### config.mk
export PLATFORM = sky130hd
export DESIGN_NAME = salc_ram
export DESIGN_NICKNAME = d
export VERILOG_FILES = /design/src/sv/salc_ram.sv
export SDC_FILE = /design/constraint.sdc
export NUM_CORES = 1
export LEC_CHECK = 0
export CAP_MARGIN = 10
export CELL_PAD_IN_SITES_DETAIL_PLACEMENT = 1
export CELL_PAD_IN_SITES_GLOBAL_PLACEMENT = 2
export CORE_UTILIZATION = 55
export DETAILED_ROUTE_END_ITERATION = 8
export DONT_BUFFER_PORTS = 1
export PLACE_DENSITY = 0.95
export SYNTH_ARGS = -nofsm -noshare
export SYNTH_HDL_FRONTEND = slang
export SYNTH_SLANG_ARGS = --single-unit
### constraint.sdc
create_clock -name clk -period 6.9 [get_ports clk]
set_clock_uncertainty 0.15 [all_clocks]
set_input_delay 1.38 -clock clk [delete_from_list [all_inputs] [get_ports clk]]
set_output_delay 1.38 -clock clk [all_outputs]
set_load 0.01 [all_outputs]
### src/sv/salc_ram.sv
`default_nettype none
module salc_ram #(
  parameter int WIDTH = 8,
  parameter int DEPTH = 64
) (
  input  wire logic                                  clk,
  input  wire logic                                  wr_en,
  input  wire logic [(DEPTH > 1 ? $clog2(DEPTH) : 1)-1:0] wr_addr,
  input  wire logic [WIDTH-1:0]                      wr_data,
  input  wire logic                                  rd_en,
  input  wire logic [(DEPTH > 1 ? $clog2(DEPTH) : 1)-1:0] rd_addr,
  output logic      [WIDTH-1:0]                      rd_data
);

  logic [WIDTH-1:0] mem [DEPTH];

  always_ff @(posedge clk) begin
    if (wr_en) begin
      mem[wr_addr] <= wr_data;
    end
    if (rd_en) begin
      rd_data <= mem[rd_addr];
    end
  end

endmodule
`default_nettype wire

# == Word-level counts from Yosys, hierarchy flattened ==
# Memories as Yosys holds them, arrays and structs flattened. A register that Yosys moved wholly into a read port is not among the register bits.
# Index checks and enable logic that the tools add are counted.
# totals
mem_bits_rw,512
latch_bits,0
word_cells,3
input_bits,23
mem_bits_ro,0
out_inout_bits,8
n_memories,1
regBits,0
# op_classes
n_reduce_logical,0
shifts,0
addsub,0
order_cmp,0
div,0
eq_ne,0
bitwise,0
n_mul,0
mux,2
# memory_table
memory,words,word_bits,read_ports,rd_clocked_by_memory_dff,wr,line,text
mem,64,8,1,1,1,15,logic [WIDTH-1:0] mem [DEPTH];
# ops
op,n
two-way mux 1 bit,2

# == Depth between registers and ports, before layout ==
# depth
word_depth,2
ltp_mapped,9
mapped_depth_nobuf,5

# == Least setup slack after synthesis ==
# Ideal clock, no wire load.
# synth_timing
path_type,in2reg
start,input rd_addr[1] (netlist bit)
end,"register rd_data[3], read port of mem (data pin)"
t_required_ns,6.484
t_arrival_ns,2.920
setup_ns,0.266
slack_ns,3.564
path_buffers,3
path_stages,7
path_cell_list,buf_4 -> buf_2 -> buf_2 -> mux4_2 -> mux4_2 -> o21ai_1 -> o41ai_1
# synth_rtl
element,line,text
from (decl),11,"input wire logic [(DEPTH > 1 ? $clog2(DEPTH) : 1)-1:0] rd_addr,"
to (decl),12,output logic [WIDTH-1:0] rd_data

==> impl_summary.txt <==
----------------------------------------------------
[Run status]
  Status ... finished clean

[Setup path]
  Number of buffer and inverter instances along the worst setup path ... 0
  CP Max Fanout ... 137
  Register-to-Register Setup Slack ... 4330 ps
  Worst setup SP type ... input pin
  Master of the slowest instance on the critical path ... mux4_2
  Largest stage delay on the critical path ... 520 ps
  Start point of the critical path ... rd_addr[0]
  Number of cells traversed by the worst register-to-register path ... 5
  Category of the worst setup path capture point ... flip-flop
  R2r startpoint ... mem[21][6]
  Worst r2r dst ... rd_data[6]
  Data arrival time of the critical path ... 3230 ps
  Crit Path Class ... input pin to flip-flop
  CP delay by family, top ... multiplexers
  Critical path, cell by cell ... mux4_2, mux2_2, o221a_2, nor3_1, o32ai_1
  Required time reported for the critical path endpoint ... 7040 ps

[Floorplanning]
  Site Rows ... 69
  Height of the die ... 194 um
  I/O pin cnt ... 31
  DIE WIDTH ... 194 um
  Placeable core region ... 35900 um2
  DIE AREA ... 37600 um2
  Starting utilization of the core area ... 0.564

[STA]
  Maximum operating frequency ... 324 MHz
  Final number of hold-violating endpoints ... 0
  Hold WS ... 750 ps
  Final worst slack ... 3810 ps
  Max-slew violation total from the final report ... 0
  Slew at the pin with the worst max-slew slack ... 1100 ps
  Count of final setup violators ... 0
  Shortest period the worst path allows ... 3090 ps
  Rel. slew slack ... 0.262
  RSZ-0062 raised after global routing ... no
  Final-layout setup total negative slack ... 0 ps
  Period utilization ... 0.447

[Synthesis]
  Parity-gate share of the synthesized area counting xor and xnor cells ... 0
  Complex-gate fraction of the synthesized area ... 0.0206
  Synthesis warning total ... 0
  Cell Area, Synth ... 20200 um2
  Dominant synthesized flop cell ... edfxtp_1
  Post-synthesis adder-cell area fraction ... 0
  Dominant combinational cell family by area after synthesis ... multiplexers
  Sequential cell area fraction in the yosys report ... 0.771
  Share of the synthesized area in the top cell type ... 0.771
  Number of synthesized register bits ... 520
  Post-Syn Area per Cell ... 21.5 um2
  Number of nets in the synthesized netlist ... 963
  Post-synthesis async set-or-reset flop share ... 0
  Yosys top cell by area ... edfxtp_1
  Instance count of the mapped netlist ... 940
  Simple-gate portion of the synthesized area ... 0.0337
  Cell types with the highest counts after synthesis ... edfxtp_1, mux4_2, nor2_1
  Post-synthesis mux area share ... 0.159
  Cell types with the largest area share after synthesis ... edfxtp_1, mux4_2, nor2_1
  Most common cell in the netlist ... edfxtp_1
  Number of library cell types mapped by synthesis ... 39
  Post-synth EDFFs ... 520

[Global routing]
  Total congestion overflow ... 0
  Overall routing resource usage ... 0.265
  Pin count of the biggest net entering global routing ... 138
  Antenna violations before repair ... 2
  Via count of the first global-routing pass ... 10200
  Global-route wire length before repair ... 70800 um

[Clocking]
  Clock H-tree levels ... 2
  Clock sink count ... 520
  Post-cts repair resize count ... 0
  Maximum root-to-sink buffer count ... 3
  Clock tree from TritonCTS ... yes
  Insertion delay of the later-clocked pin in the worst-skew pair ... 580 ps
  Clock-pin slew of the registers on the worst-case setup and hold paths ... 60 ps
  Post-CTS setup buffer count ... 0
  Post-cts hold buffer count ... 0
  Clock root buffer ... clkbuf_16
  Clock buffers created by TritonCTS ... 49

[Detailed routing]
  Residual DRC count ... 0
  Number of iterations in the first detailed-routing pass ... 5
  DR iter-0 viols ... 1181
  Average wire per standard cell ... 33.4 um
  Vias post-DR ... 9704
  Total wirelength of the detailed-routed design ... 48200 um
  Antenna viol nets, final ... 0
  Via count normalized by instance count ... 6.73

[Min path]
  Hold endpoint ... mem[16][1]
  Min-delay worst type ... input pin to flip-flop
  Worst Hold Path Cells ... 0
  Hold Crit Start ... wr_data[1]

[Final layout]
  Fin util ... 0.612
  Antenna cells ... 0
  Share of layout cells above drive strength 1 ... 0.212
  Final net count ... 965
  Area growth from synthesis to final layout ... 8.47%

[Placed design]
  Number of buffer cells added on primary ports ... 0
  Global placement routability congestion ... 0.789
  Place WS ... 3360 ps
  Post-DP HPWL ... 28100 um

[Power]
  Worst ir drop on vdd ... 0.151 mV
  Pwr dens ... 281 nW/um2
  Static leakage ... 6.69 nW
  Power, Total ... 0.00617 W

[Flow run]
  Max cap viols ... 0

----------------------------------------------------
## where the power goes
group	total (W)	leakage, nW	switching, W	internal (W)
sequential	0.00352	4.69	0.0000130	0.00350
clock	0.00247	0.716	0.00112	0.00135
combinational	0.000186	1.29	0.0000837	0.000102
total	0.00617	6.69	0.00122	0.00495
## metrics by stage
step	instances	area, um2
after floorplan	940	20200
after global placement	1352	20500
after detailed placement	1352	20500
after CTS	1441	22000
after global routing	1441	22000
final	1441	22000
## worst reg2reg max path, stage by stage, from the launching register on
cell and delay [ps]:
edfxtp_1 400, mux4_2 490, mux2_2 280, o221a_2 290, nor3_1 450, o32ai_1 230
## area by class of cell
| cell class | instances | area (um2) |
|---|---|---|
| multi-input combinational | 369 | 4320 |
| timing repair buffer | 2 | 15.0 |
| clock buffer | 65 | 1330 |
| fill | 2867 | 14000 |
| clock inverter | 24 | 111 |
| tap | 461 | 577 |
| sequential | 520 | 15600 |
## registers in the layout (all words and copies together), names as in the netlist
register / flops
rd_data: 8
mem: 512
## metal layers
layer / up-vias / share of wire / global-route usage
met5: - / 0.00027 / 0
met4: 2 / 0.031 / 0.0879
met3: 96 / 0.083 / 0.0506
met2: 557 / 0.49 / 0.431
met1: 5116 / 0.39 / 0.365
li1: 3933 / - / -
## how the worst max path moves through the flow
stage                            end  slack [ps]  depth (start not counted)
after detailed placement  mem[61][6]        3360                          3
after floorplan           rd_data[3]        3560                          7
after global placement    rd_data[6]        3500                          5
after CTS                 rd_data[6]        3930                          5
final                     rd_data[6]        3810                          5
after global routing      mem[45][6]        3840                          3
## cells in the final DEF, fill, tap and decap left out, drive strengths merged, types with 2 or more instances in the layout
cell type	n
edfxtp	520
nand2b	7
nor4	2
a211oi	4
o32ai	2
nand4	2
o41ai	2
mux4	126
a21oi	3
mux2i	23
a221oi	6
clkbuf	65
o21ai	4
nand3	13
o2bb2ai	3
mux2	13
o221a	2
nor3	7
nor2b	14
clkinv	23
nand3b	3
a2111oi	2
nand2	19
o22ai	8
o21a	2
o2111ai	3
a22oi	3
o221ai	8
nor2	83
buf	2
## cell families after synthesis
kind of cell	count (synthesis)
simple gates	153
flops	520
buf+inv	51
mux	162
compound gates	54
Note: power is estimated with default switching activity, not from simulation.
