### config.mk
export PLATFORM = sky130hd
export DESIGN_NAME = salc_way_sel
export DESIGN_NICKNAME = d
export VERILOG_FILES = /design/src/sv/salc_pkg.sv /design/src/sv/salc_way_sel.sv
export SDC_FILE = /design/constraint.sdc
export NUM_CORES = 1
export LEC_CHECK = 0
export BUFFER_PORTS_ARGS = -buffer_cell sky130_fd_sc_hd__clkbuf_2
export CAP_MARGIN = 20
export CORE_AREA = 4 4 219 221
export DETAILED_ROUTE_END_ITERATION = 16
export DIE_AREA = 0 0 223 225
export PLACE_DENSITY = 0.45
export SYNTH_ARGS = -nofsm -noshare
export SYNTH_HDL_FRONTEND = slang
export SYNTH_SLANG_ARGS = --single-unit
### constraint.sdc
create_clock -name vclk -period 10.6
set_input_delay 2.12 -clock vclk [all_inputs]
set_output_delay 2.12 -clock vclk [all_outputs]
set_load 0.05 [all_outputs]
### src/sv/salc_pkg.sv
`default_nettype none
package salc_pkg;

  localparam int MAX_SET_BITS_DEF = 6;
  localparam int MAX_WAYS_DEF     = 8;

  localparam int ADDR_W     = 32;
  localparam int TAG_W      = 32;
  localparam int STAMP_W    = 32;
  localparam int CNT_W      = 32;
  localparam int CFG_IDX_W  = 2;
  localparam int CFG_DATA_W = 5;

  localparam logic [1:0] OP_LOAD   = 2'd0;
  localparam logic [1:0] OP_STORE  = 2'd1;
  localparam logic [1:0] OP_MODIFY = 2'd2;
  localparam logic [1:0] OP_FETCH  = 2'd3;

  localparam logic [CFG_IDX_W-1:0] CFG_SET_BITS   = 2'd0;
  localparam logic [CFG_IDX_W-1:0] CFG_WAYS       = 2'd1;
  localparam logic [CFG_IDX_W-1:0] CFG_BLOCK_BITS = 2'd2;

  typedef enum logic [1:0] {
    ST_CLEAR,
    ST_IDLE,
    ST_LOOK
  } state_t;

  typedef struct packed {
    logic [1:0]        operation;
    logic [ADDR_W-1:0] address;
  } in_item_t;

  typedef struct packed {
    logic             was_hit;
    logic             was_miss;
    logic             was_eviction;
    logic             modify_extra_hit;
    logic [CNT_W-1:0] hit_total;
    logic [CNT_W-1:0] miss_total;
    logic [CNT_W-1:0] eviction_total;
  } out_item_t;

endpackage
`default_nettype wire

### src/sv/salc_way_sel.sv
`default_nettype none
module salc_way_sel #(
  parameter int MAX_WAYS = 8
) (
  input  wire logic [MAX_WAYS*(1+salc_pkg::TAG_W+salc_pkg::STAMP_W)-1:0] row,
  input  wire logic [salc_pkg::TAG_W-1:0]                              tag,
  input  wire logic [MAX_WAYS-1:0]                                     in_use,
  output logic                                                         hit,
  output logic                                                         evict,
  output logic [(MAX_WAYS > 1 ? $clog2(MAX_WAYS) : 1)-1:0]             sel_way
);
  import salc_pkg::*;

  localparam int IDX_W      = (MAX_WAYS > 1) ? $clog2(MAX_WAYS) : 1;
  localparam int LEAVES     = 1 << $clog2(MAX_WAYS);
  localparam int NODES      = 2 * LEAVES - 1;
  localparam int TAG_BASE   = MAX_WAYS;
  localparam int STAMP_BASE = MAX_WAYS + MAX_WAYS * TAG_W;

  logic [STAMP_W-1:0] nd_stamp [NODES];
  logic [IDX_W-1:0]   nd_idx   [NODES];
  logic               nd_ok    [NODES];
  logic [IDX_W-1:0]   hit_way;
  logic [IDX_W-1:0]   free_way;
  logic               full;

  // lowest matching way wins, highest free way is filled
  always_comb begin
    hit      = 1'b0;
    hit_way  = '0;
    full     = 1'b1;
    free_way = '0;
    for (int w = MAX_WAYS - 1; w >= 0; w--) begin
      if (in_use[w] && row[w] && row[TAG_BASE + TAG_W*w +: TAG_W] == tag) begin
        hit     = 1'b1;
        hit_way = IDX_W'(w);
      end
    end
    for (int w = 0; w < MAX_WAYS; w++) begin
      if (in_use[w] && !row[w]) begin
        full     = 1'b0;
        free_way = IDX_W'(w);
      end
    end
  end

  // min-stamp tournament, left child holds the lower ways so ties go low
  always_comb begin
    for (int i = 0; i < LEAVES; i++) begin
      if (i < MAX_WAYS) begin
        nd_stamp[LEAVES-1+i] = row[STAMP_BASE + STAMP_W*i +: STAMP_W];
        nd_ok[LEAVES-1+i]    = in_use[i];
      end else begin
        nd_stamp[LEAVES-1+i] = '0;
        nd_ok[LEAVES-1+i]    = 1'b0;
      end
      nd_idx[LEAVES-1+i] = IDX_W'(i);
    end
    for (int n = LEAVES - 2; n >= 0; n--) begin
      if (nd_ok[2*n+1] && (!nd_ok[2*n+2] || nd_stamp[2*n+2] >= nd_stamp[2*n+1])) begin
        nd_stamp[n] = nd_stamp[2*n+1];
        nd_idx[n]   = nd_idx[2*n+1];
        nd_ok[n]    = 1'b1;
      end else begin
        nd_stamp[n] = nd_stamp[2*n+2];
        nd_idx[n]   = nd_idx[2*n+2];
        nd_ok[n]    = nd_ok[2*n+2];
      end
    end
  end

  always_comb begin
    evict = !hit && full;
    priority if (hit) begin
      sel_way = hit_way;
    end else if (full) begin
      sel_way = nd_idx[0];
    end else begin
      sel_way = free_way;
    end
  end

endmodule
`default_nettype wire

== Yosys cells after proc, flatten, opt, wreduce, memory -nomap -nowiden ==
Cells that the tools add are included.
Cells by class
  magnitude comparators: 7
  equality and inequality tests: 8
  muxes and demuxes: 52
  reduce and logical (&&, ||, !) cells: 55
Operator list (number)
  32-bit == test: 8
  32-bit greater-or-equal comparator: 7
  32-bit two-way mux: 6
  3-bit two-way mux: 19
  1-bit logical AND: 32
  1-bit two-way mux: 27
  1-bit zero test: 16
  1-bit logical OR: 7
Storage, ports and cells
  register bits after elaboration: 0
  input bits: 560
  output and inout port bits: 5
  word-level logic and storage cells: 122

== Depth between registers and ports, before layout ==
Gate-level depths: netlist of run 1.
  word-level depth: 14
  depth in mapped cells: 33
  mapped depth without buffers: 30

== Worst setup path after synthesis of run 1 ==
OpenSTA, ideal clock, no wires.
  path type: in2out
  start: in row[465] in the netlist's numbering
  end: out sel_way[2] in the netlist's numbering
  arrival: 8727 ps
  required time: 8480 ps
  setup slack: -247 ps
  stages: 31
  path buffers: 4
  cell sequence: inv_1 -> ha_1 -> a21o_1 -> a221o_1 -> a21oi_1 -> o21ai_1 -> and4_1 -> or2_1 -> buf_2 -> buf_6 -> mux2_2 -> ha_1 -> nand4_1 -> nor3_1 -> nand2_1 -> or3_1 -> a21oi_1 -> nand3b_1 -> o21a_1 -> buf_2 -> clkbuf_1 -> a21oi_1 -> ha_1 -> a21o_1 -> a21o_1 -> a221o_1 -> a211oi_1 -> o41a_1 -> o21ai_0 -> and3b_1 -> nor3b_1
On the way
  cells in the longest elaborated chain, start to end: 14
  elaborated cells between the ends (all ways): 18
  those cells by class: order compare: 3; mux: 7; reduce/logical: 8
Ends and longest elaborated chain
  start, declared: RTL line salc_way_sel.sv:5  | input wire logic [MAX_WAYS*(1+salc_pkg::TAG_W+salc_pkg::STAMP_W)-1:0] row,
  32-bit greater-or-equal comparator: RTL line salc_way_sel.sv:60  | if (nd_ok[2*n+1] && (!nd_ok[2*n+2] || nd_stamp[2*n+2] >= nd_stamp[2*n+1])) begin
  1-bit logical OR: RTL line salc_way_sel.sv:60
  1-bit logical AND: RTL line salc_way_sel.sv:60
  32-bit two-way mux / 1-bit two-way mux (equally long branches): RTL line salc_way_sel.sv:60
  32-bit greater-or-equal comparator / 1-bit zero test (equally long branches): RTL line salc_way_sel.sv:60
  1-bit logical OR: RTL line salc_way_sel.sv:60
  1-bit logical AND: RTL line salc_way_sel.sv:60
  32-bit two-way mux / 1-bit two-way mux (equally long branches): RTL line salc_way_sel.sv:60
  32-bit greater-or-equal comparator / 1-bit zero test (equally long branches): RTL line salc_way_sel.sv:60
  1-bit logical OR (*): RTL line salc_way_sel.sv:60
  1-bit logical AND (*): RTL line salc_way_sel.sv:60
  3-bit two-way mux (*): RTL line salc_way_sel.sv:60
  3-bit two-way mux (*): RTL line salc_way_sel.sv:76  | end else if (full) begin
  3-bit two-way mux (*): RTL line salc_way_sel.sv:74  | priority if (hit) begin
  end, declared: RTL line salc_way_sel.sv:10  | output logic [(MAX_WAYS > 1 ? $clog2(MAX_WAYS) : 1)-1:0] sel_way
Mark *: on every way between the ends. The rest lies on a longest branch, timed or not.

== Final worst setup path of run 1 ==
  start: in row[458] in the netlist's numbering
  end: out sel_way[0] in the netlist's numbering
On the way
  cells in the longest elaborated chain, start to end: 14
  elaborated cells between the ends (all ways): 20
  those cells by class: order compare: 3; mux: 9; reduce/logical: 8
Ends and longest elaborated chain (RTL line)
  32-bit greater-or-equal comparator: salc_way_sel.sv:60
  1-bit logical OR: salc_way_sel.sv:60
  1-bit logical AND: salc_way_sel.sv:60
  32-bit two-way mux / 1-bit two-way mux (equally long branches): salc_way_sel.sv:60
  32-bit greater-or-equal comparator / 1-bit zero test (equally long branches): salc_way_sel.sv:60
  1-bit logical OR: salc_way_sel.sv:60
  1-bit logical AND: salc_way_sel.sv:60
  32-bit two-way mux / 1-bit two-way mux (equally long branches): salc_way_sel.sv:60
  32-bit greater-or-equal comparator / 1-bit zero test (equally long branches): salc_way_sel.sv:60
  1-bit logical OR: salc_way_sel.sv:60
  1-bit logical AND: salc_way_sel.sv:60
  3-bit two-way mux (*): salc_way_sel.sv:60
  3-bit two-way mux (*): salc_way_sel.sv:76
  3-bit two-way mux (*): salc_way_sel.sv:74
Marks and branches as above.

==> reports/metrics.yaml, run 1 <==
place:
  dp.cells: 2759
  routabilityCongestion: 0.9018
  dpl.hpwl_mm: 54.14
  pre_cts_slack_ps: -522.2
  io_buffers: 565
synthesis:
  yosysSeqAreaShare_pct: 0
  ys_types: 55
  synth.net_count: 2231
  synth_cells: 1447
  synth_top_area_cell: "ha_1"
  netlist_area_mm2: 0.01073
  ys_warn_count: 0
  postSynthAreaPerCell_um2: 7.418
  yosysTopAreaCellShare_pct: 26.11
  yosysMostFrequentCell: "ha_1"
  ys_top_cells_by_count: "224 x ha_1, 176 x xor2_1, 171 x inv_1"
  synth.area.top_cells: "ha_1 26%, xor2_1 14%, a21oi_1 6.7%"
run:
  cap_violations: 0
floorplanning:
  core_area_mm2: 0.04616
  die_w_um: 223
  die_h_um: 225
  ioPinCount: 565
  start_util_pct: 23.25
  dieArea_mm2: 0.05018
  row_count: 79
grt:
  grt_usage_pct: 22.80
  grt_overflow_total: 0
  grt_max_degree: 17
  antenna_found_initial: 7
  grt_pass1_wl_mm: 87.13
  grt_pass1_vias: 14540
sta:
  setup_violations: 2
  rsz0062_at_grt: "yes"
  finalHoldViolCount: 0
  timing.final.crit_share_pct: 100.3
  tightest_slew_ps: 873.4
  fin_worst_hold_slack_ps: 4964
  fmax_mhz: 94.04
  max_slew_margin_pct: 41.24
  layout_min_cycle_time_ps: 10630
  worst_slack_ps: -33.81
  slew_viol_final: 0
power:
  combPwrFrac_pct: 100.0
  swShare_pct: 49.39
  p_per_area_mw_per_mm2: 64.62
  p_leak_nw: 9.191
  total_power_mw: 1.180
  clkPwrFrac_pct: 0
  p_switching_mw: 0.5830
  vdd_drop_max_v: 0.00004720
  pwr-share-seq_pct: 0
  intPower_mw: 0.5974
route:
  drc: 0
  drt_wl_total_mm: 61.95
  num_vias: 13550
  drtAntennaViolNets: 0
  drtIter0Drc: 604
  wl_per_cell_um: 22.02
  drt-pass1-iter-count: 5
  post_drt_via_cell_ratio: 4.816
finish:
  final-instance-count-excl-fill: 2813
  layout-drive-gt1-share_pct: 51.47
  clkbuf_count: 0
  design.seq.count: 0
  nets: 2991
  area.growth.synth_to_final_pct: 70.17
  seq_area_um2: 0
worst_setup_path:
  critPathArrivalTime_ps: 8510
  worstSetupStartpointType: "input pin"
  slowest_stage: "mux2_4"
  critical_path.max_stage_delay_ps: 320
  critPathKind: "input pin to output pin"
  crit_path_max_fanout: 8
  endpoint_kind: "output pin"
  required_ps: 8480
run_status:
  outcome: "complete, but fails checks"
  violations: "negative setup slack"
worst_hold_path:
  hold_class: "input pin to output pin"
cts:
  hold_buffers: 0
## placed cells by master (no fill, tap or decap), drive strengths merged, types with 7 or more instances in the layout
master / netlist / final
a211oi: 15 / 15
a21o: 28 / 28
a21oi: 143 / 143
buf: 44 / 263
clkbuf: 15 / 551
ha: 224 / 224
inv: 171 / 171
mux2: 63 / 63
mux2i: 63 / 63
nand2: 54 / 54
nand2b: 11 / 11
nand3: 20 / 20
nand4: 51 / 51
nor2: 88 / 88
nor2b: 15 / 15
nor3: 14 / 14
nor4: 55 / 55
o2111ai: 7 / 7
o21a: 8 / 8
o21ai: 45 / 45
xnor2: 79 / 79
xor2: 176 / 176
## worst paths after layout
check | from | endpoint | cells past startpoint
setup / recovery | row[458] | sel_way[0] | 36
hold / removal | row[7] | sel_way[0] | 5
## critical path, delay by kind of cell
| kind | cells | cell delay (ps) |
|---|---|---|
| AO/OA/AOI/OAI | 18 | 3380 |
| adder cells (fa/ha/maj) | 3 | 640 |
| multiplexers | 1 | 320 |
| AND/OR/NAND/NOR | 5 | 830 |
| buffers and inverters | 9 | 1190 |
## layer usage
layer  track usage [%]  wire length (um)  vias up
met3             3.048              3120       92
met4             6.681              2420       10
met5                 0                69        -
li1                  -                 -     6648
met2             47.45             34470      464
met1             23.29             21870     6333
## stage by stage
stage	setup TNS [ps]	util, %	cell area (um^2)
floorplan	0	-	10750
global route	-775.2	39.57	18260
detailed placement	-1486	33.96	15670
CTS	0	37.42	17280
finish	-62.16	39.57	18270
global placement	-1503	33.96	15670
## cell families after synthesis
family	synth area share, %
AO/OA/AOI/OAI	15.28
adder cells (fa/ha/maj)	26.11
buffers and inverters	8.905
multiplexers	12.48
AND/OR/NAND/NOR	16.41
XOR/XNOR	20.81
## power groups by stage
stage                     clock network [mW]  logic, mW  registers, mW
after floorplan                            0      0.483              0
after global placement                     0      0.898              0
after detailed placement                   0      0.908              0
after CTS                                  0       1.09              0
after global routing                       0       1.29              0
final                           0.0000000126       1.18              0
## repair_timing
| item | 4_1_cts | 5_1_grt |
|---|---|---|
| pin swaps | 65 | 88 |
| buffers inserted | 34 | 15 |
| gates resized for setup | 200 | 188 |
| gates cloned | 12 | 1 |
| endpoints found under the setup margin | 3 | 3 |
## final cells by class
type	instances	area [um^2]
Fill cell	4821	27890
Multi-Input combinational cell	1217	11560
Timing Repair Buffer	817	5294
Tap cell	607	759.5
Inverter	171	646.9
Antenna cell	1	2.502
(Power assumes the default switching activity.)
==> run 2: changes to the inputs <==
- RECOVER_POWER: unset -> 50
==> reports/metrics.yaml, run 2 (synthesis gave the netlist of run 1 again) <==
power:
  vdd_drop_max_v: 0.00004720  # unchanged
  p_leak_nw: 9.187  # was 9.191 nW
  p_per_area_mw_per_mm2: 64.62  # about the same
  total_power_mw: 1.180  # unchanged
grt:
  grt_overflow_total: 0  # unchanged
  grtUsageMet1_pct: 23.29  # unchanged
  grt_usage_pct: 22.80  # unchanged
  grt.busiest_layer: "met2"  # unchanged
  use_met2_pct: 47.45  # unchanged
  grt_pass1_wl_mm: 87.13  # unchanged
  antenna_found_initial: 7  # unchanged
  gr-usage-met3_pct: 3.048  # unchanged
  grt_max_degree: 17  # unchanged
  grt_pass1_vias: 14540  # unchanged
finish:
  seq_area_um2: 0  # unchanged
  final-instance-count-excl-fill: 2813  # unchanged
  nets: 2991  # unchanged
  design.seq.count: 0  # unchanged
  final_util_pct: 39.57  # about the same
  fillers: 4820  # was 4821
  postLayoutCellArea_mm2: 0.01827  # about the same
  layout-drive-gt1-share_pct: 51.43  # was 51.47%
  final_cell_mix: "548 x clkbuf_2, 215 x buf_4, 176 x xor2_1"  # was 549 x clkbuf_2, 215 x buf_4, 176 x xor2_1
  area.growth.synth_to_final_pct: 70.16  # was 70.17%
  clkbuf_count: 0  # unchanged
  final_common_cell: "clkbuf_2"  # unchanged
sta:
  setup_violations: 2  # unchanged
  tightest_slew_ps: 897.6  # was 873.4 ps
  rsz0062_at_grt: "yes"  # unchanged
  slew_viol_final: 0  # unchanged
  timing.final.crit_share_pct: 100.3  # unchanged
  max_slew_margin_pct: 40.42  # was 41.24%
  worst_slack_ps: -33.81  # unchanged
  fin_worst_hold_slack_ps: 4964  # about the same
  layout_min_cycle_time_ps: 10630  # unchanged
  finalHoldViolCount: 0  # unchanged
  tns_ps: -62.16  # unchanged
  fmax_mhz: 94.04  # unchanged
route:
  drc: 0  # unchanged
  drt_wl_total_mm: 61.95  # about the same
  drtIter0Drc: 604  # unchanged
  drt-pass1-iter-count: 5  # unchanged
  num_vias: 13550  # unchanged
  wl_per_cell_um: 22.02  # about the same
  drtAntennaViolNets: 0  # unchanged
  post_drt_via_cell_ratio: 4.816  # unchanged
worst_setup_path:
  path_buf_inv: 9  # unchanged
  critical_path.max_stage_delay_ps: 320  # about the same
  critPathArrivalTime_ps: 8510  # about the same
  crit_path_max_fanout: 8  # unchanged
  crit_cells: 36  # unchanged
  critPathKind: "input pin to output pin"  # unchanged
  worstSetupStartpointType: "input pin"  # unchanged
  slowest_stage: "mux2_4"  # unchanged
  path_delay_family: "compound AO/OA/AOI/OAI gates"  # unchanged
  required_ps: 8480  # about the same
  endpoint_kind: "output pin"  # unchanged
worst_hold_path:
  hold_class: "input pin to output pin"  # unchanged
  whs_path_depth: 5  # unchanged
  min_to: "sel_way[0]"  # unchanged
  min_from: "row[7]"  # unchanged
place:
  dpl.hpwl_mm: 54.14  # unchanged
  pre_cts_slack_ps: -522.2  # unchanged
  dp.cells: 2759  # unchanged
  io_buffers: 565  # unchanged
  place_area_mm2: 0.01567  # unchanged
  routabilityCongestion: 0.9018  # unchanged
floorplanning:
  start_util_pct: 23.25  # unchanged
  row_count: 79  # unchanged
  die_h_um: 225  # unchanged
  dieArea_mm2: 0.05018  # unchanged
  die_w_um: 223  # unchanged
  core_area_mm2: 0.04616  # unchanged
  ioPinCount: 565  # unchanged
run_status:
  outcome: "complete, but fails checks"  # unchanged
  violations: "negative setup slack"  # unchanged
cts:
  hold_buffers: 0  # unchanged
run:
  cap_violations: 0  # unchanged
-- run 2: changes by cell type in the layout (fill, tap and decap cells not counted) --
| cell | previous run | this run |
|---|---|---|
| clkbuf_1 | 0 | 1 |
| clkbuf_2 | 549 | 548 |
-- run 2: how the worst max path moves through the flow --
stage / endpoint / start / slack (ps)
floorplan: sel_way[1] / row[345] / 190
global placement: sel_way[0] / row[415] / -560
detailed placement: sel_way[0] / row[341] / -520
CTS: sel_way[1] / row[466] / 8
global route: sel_way[2] / row[466] / -280
finish: sel_way[0] / row[458] / -30
-- run 2: per-layer routing --
metal	vias to the layer above	routed length (um)
met4	10	2420
li1	6648	-
met3	92	3120
met2	464	34470
met1	6333	21870
met5	-	69
-- run 2: timing repair --
item,in CTS,in global routing
cloned,12,1
pin swaps,65,88
setup buffers,34,15
setup endpoints to repair,3,3
gates resized for setup,200,188
-- run 2: cell type report --
type | count | area (um^2) | area share (%)
inverter | 171 | 646.9 | 3.542
timing repair buffer | 817 | 5293 | 28.98
multi-input combinational | 1217 | 11560 | 63.31
tap | 607 | 759.5 | 4.158
antenna | 1 | 2.502 | 0.01370
-- run 2: where the power goes --
part           switching (mW)  leakage (nW)  internal [mW]    total [mW]
Clock                       0    0.00000634   0.0000000126  0.0000000126
Sequential                  0             0              0             0
Combinational           0.583          9.19          0.597          1.18
Total                   0.583          9.19          0.597          1.18
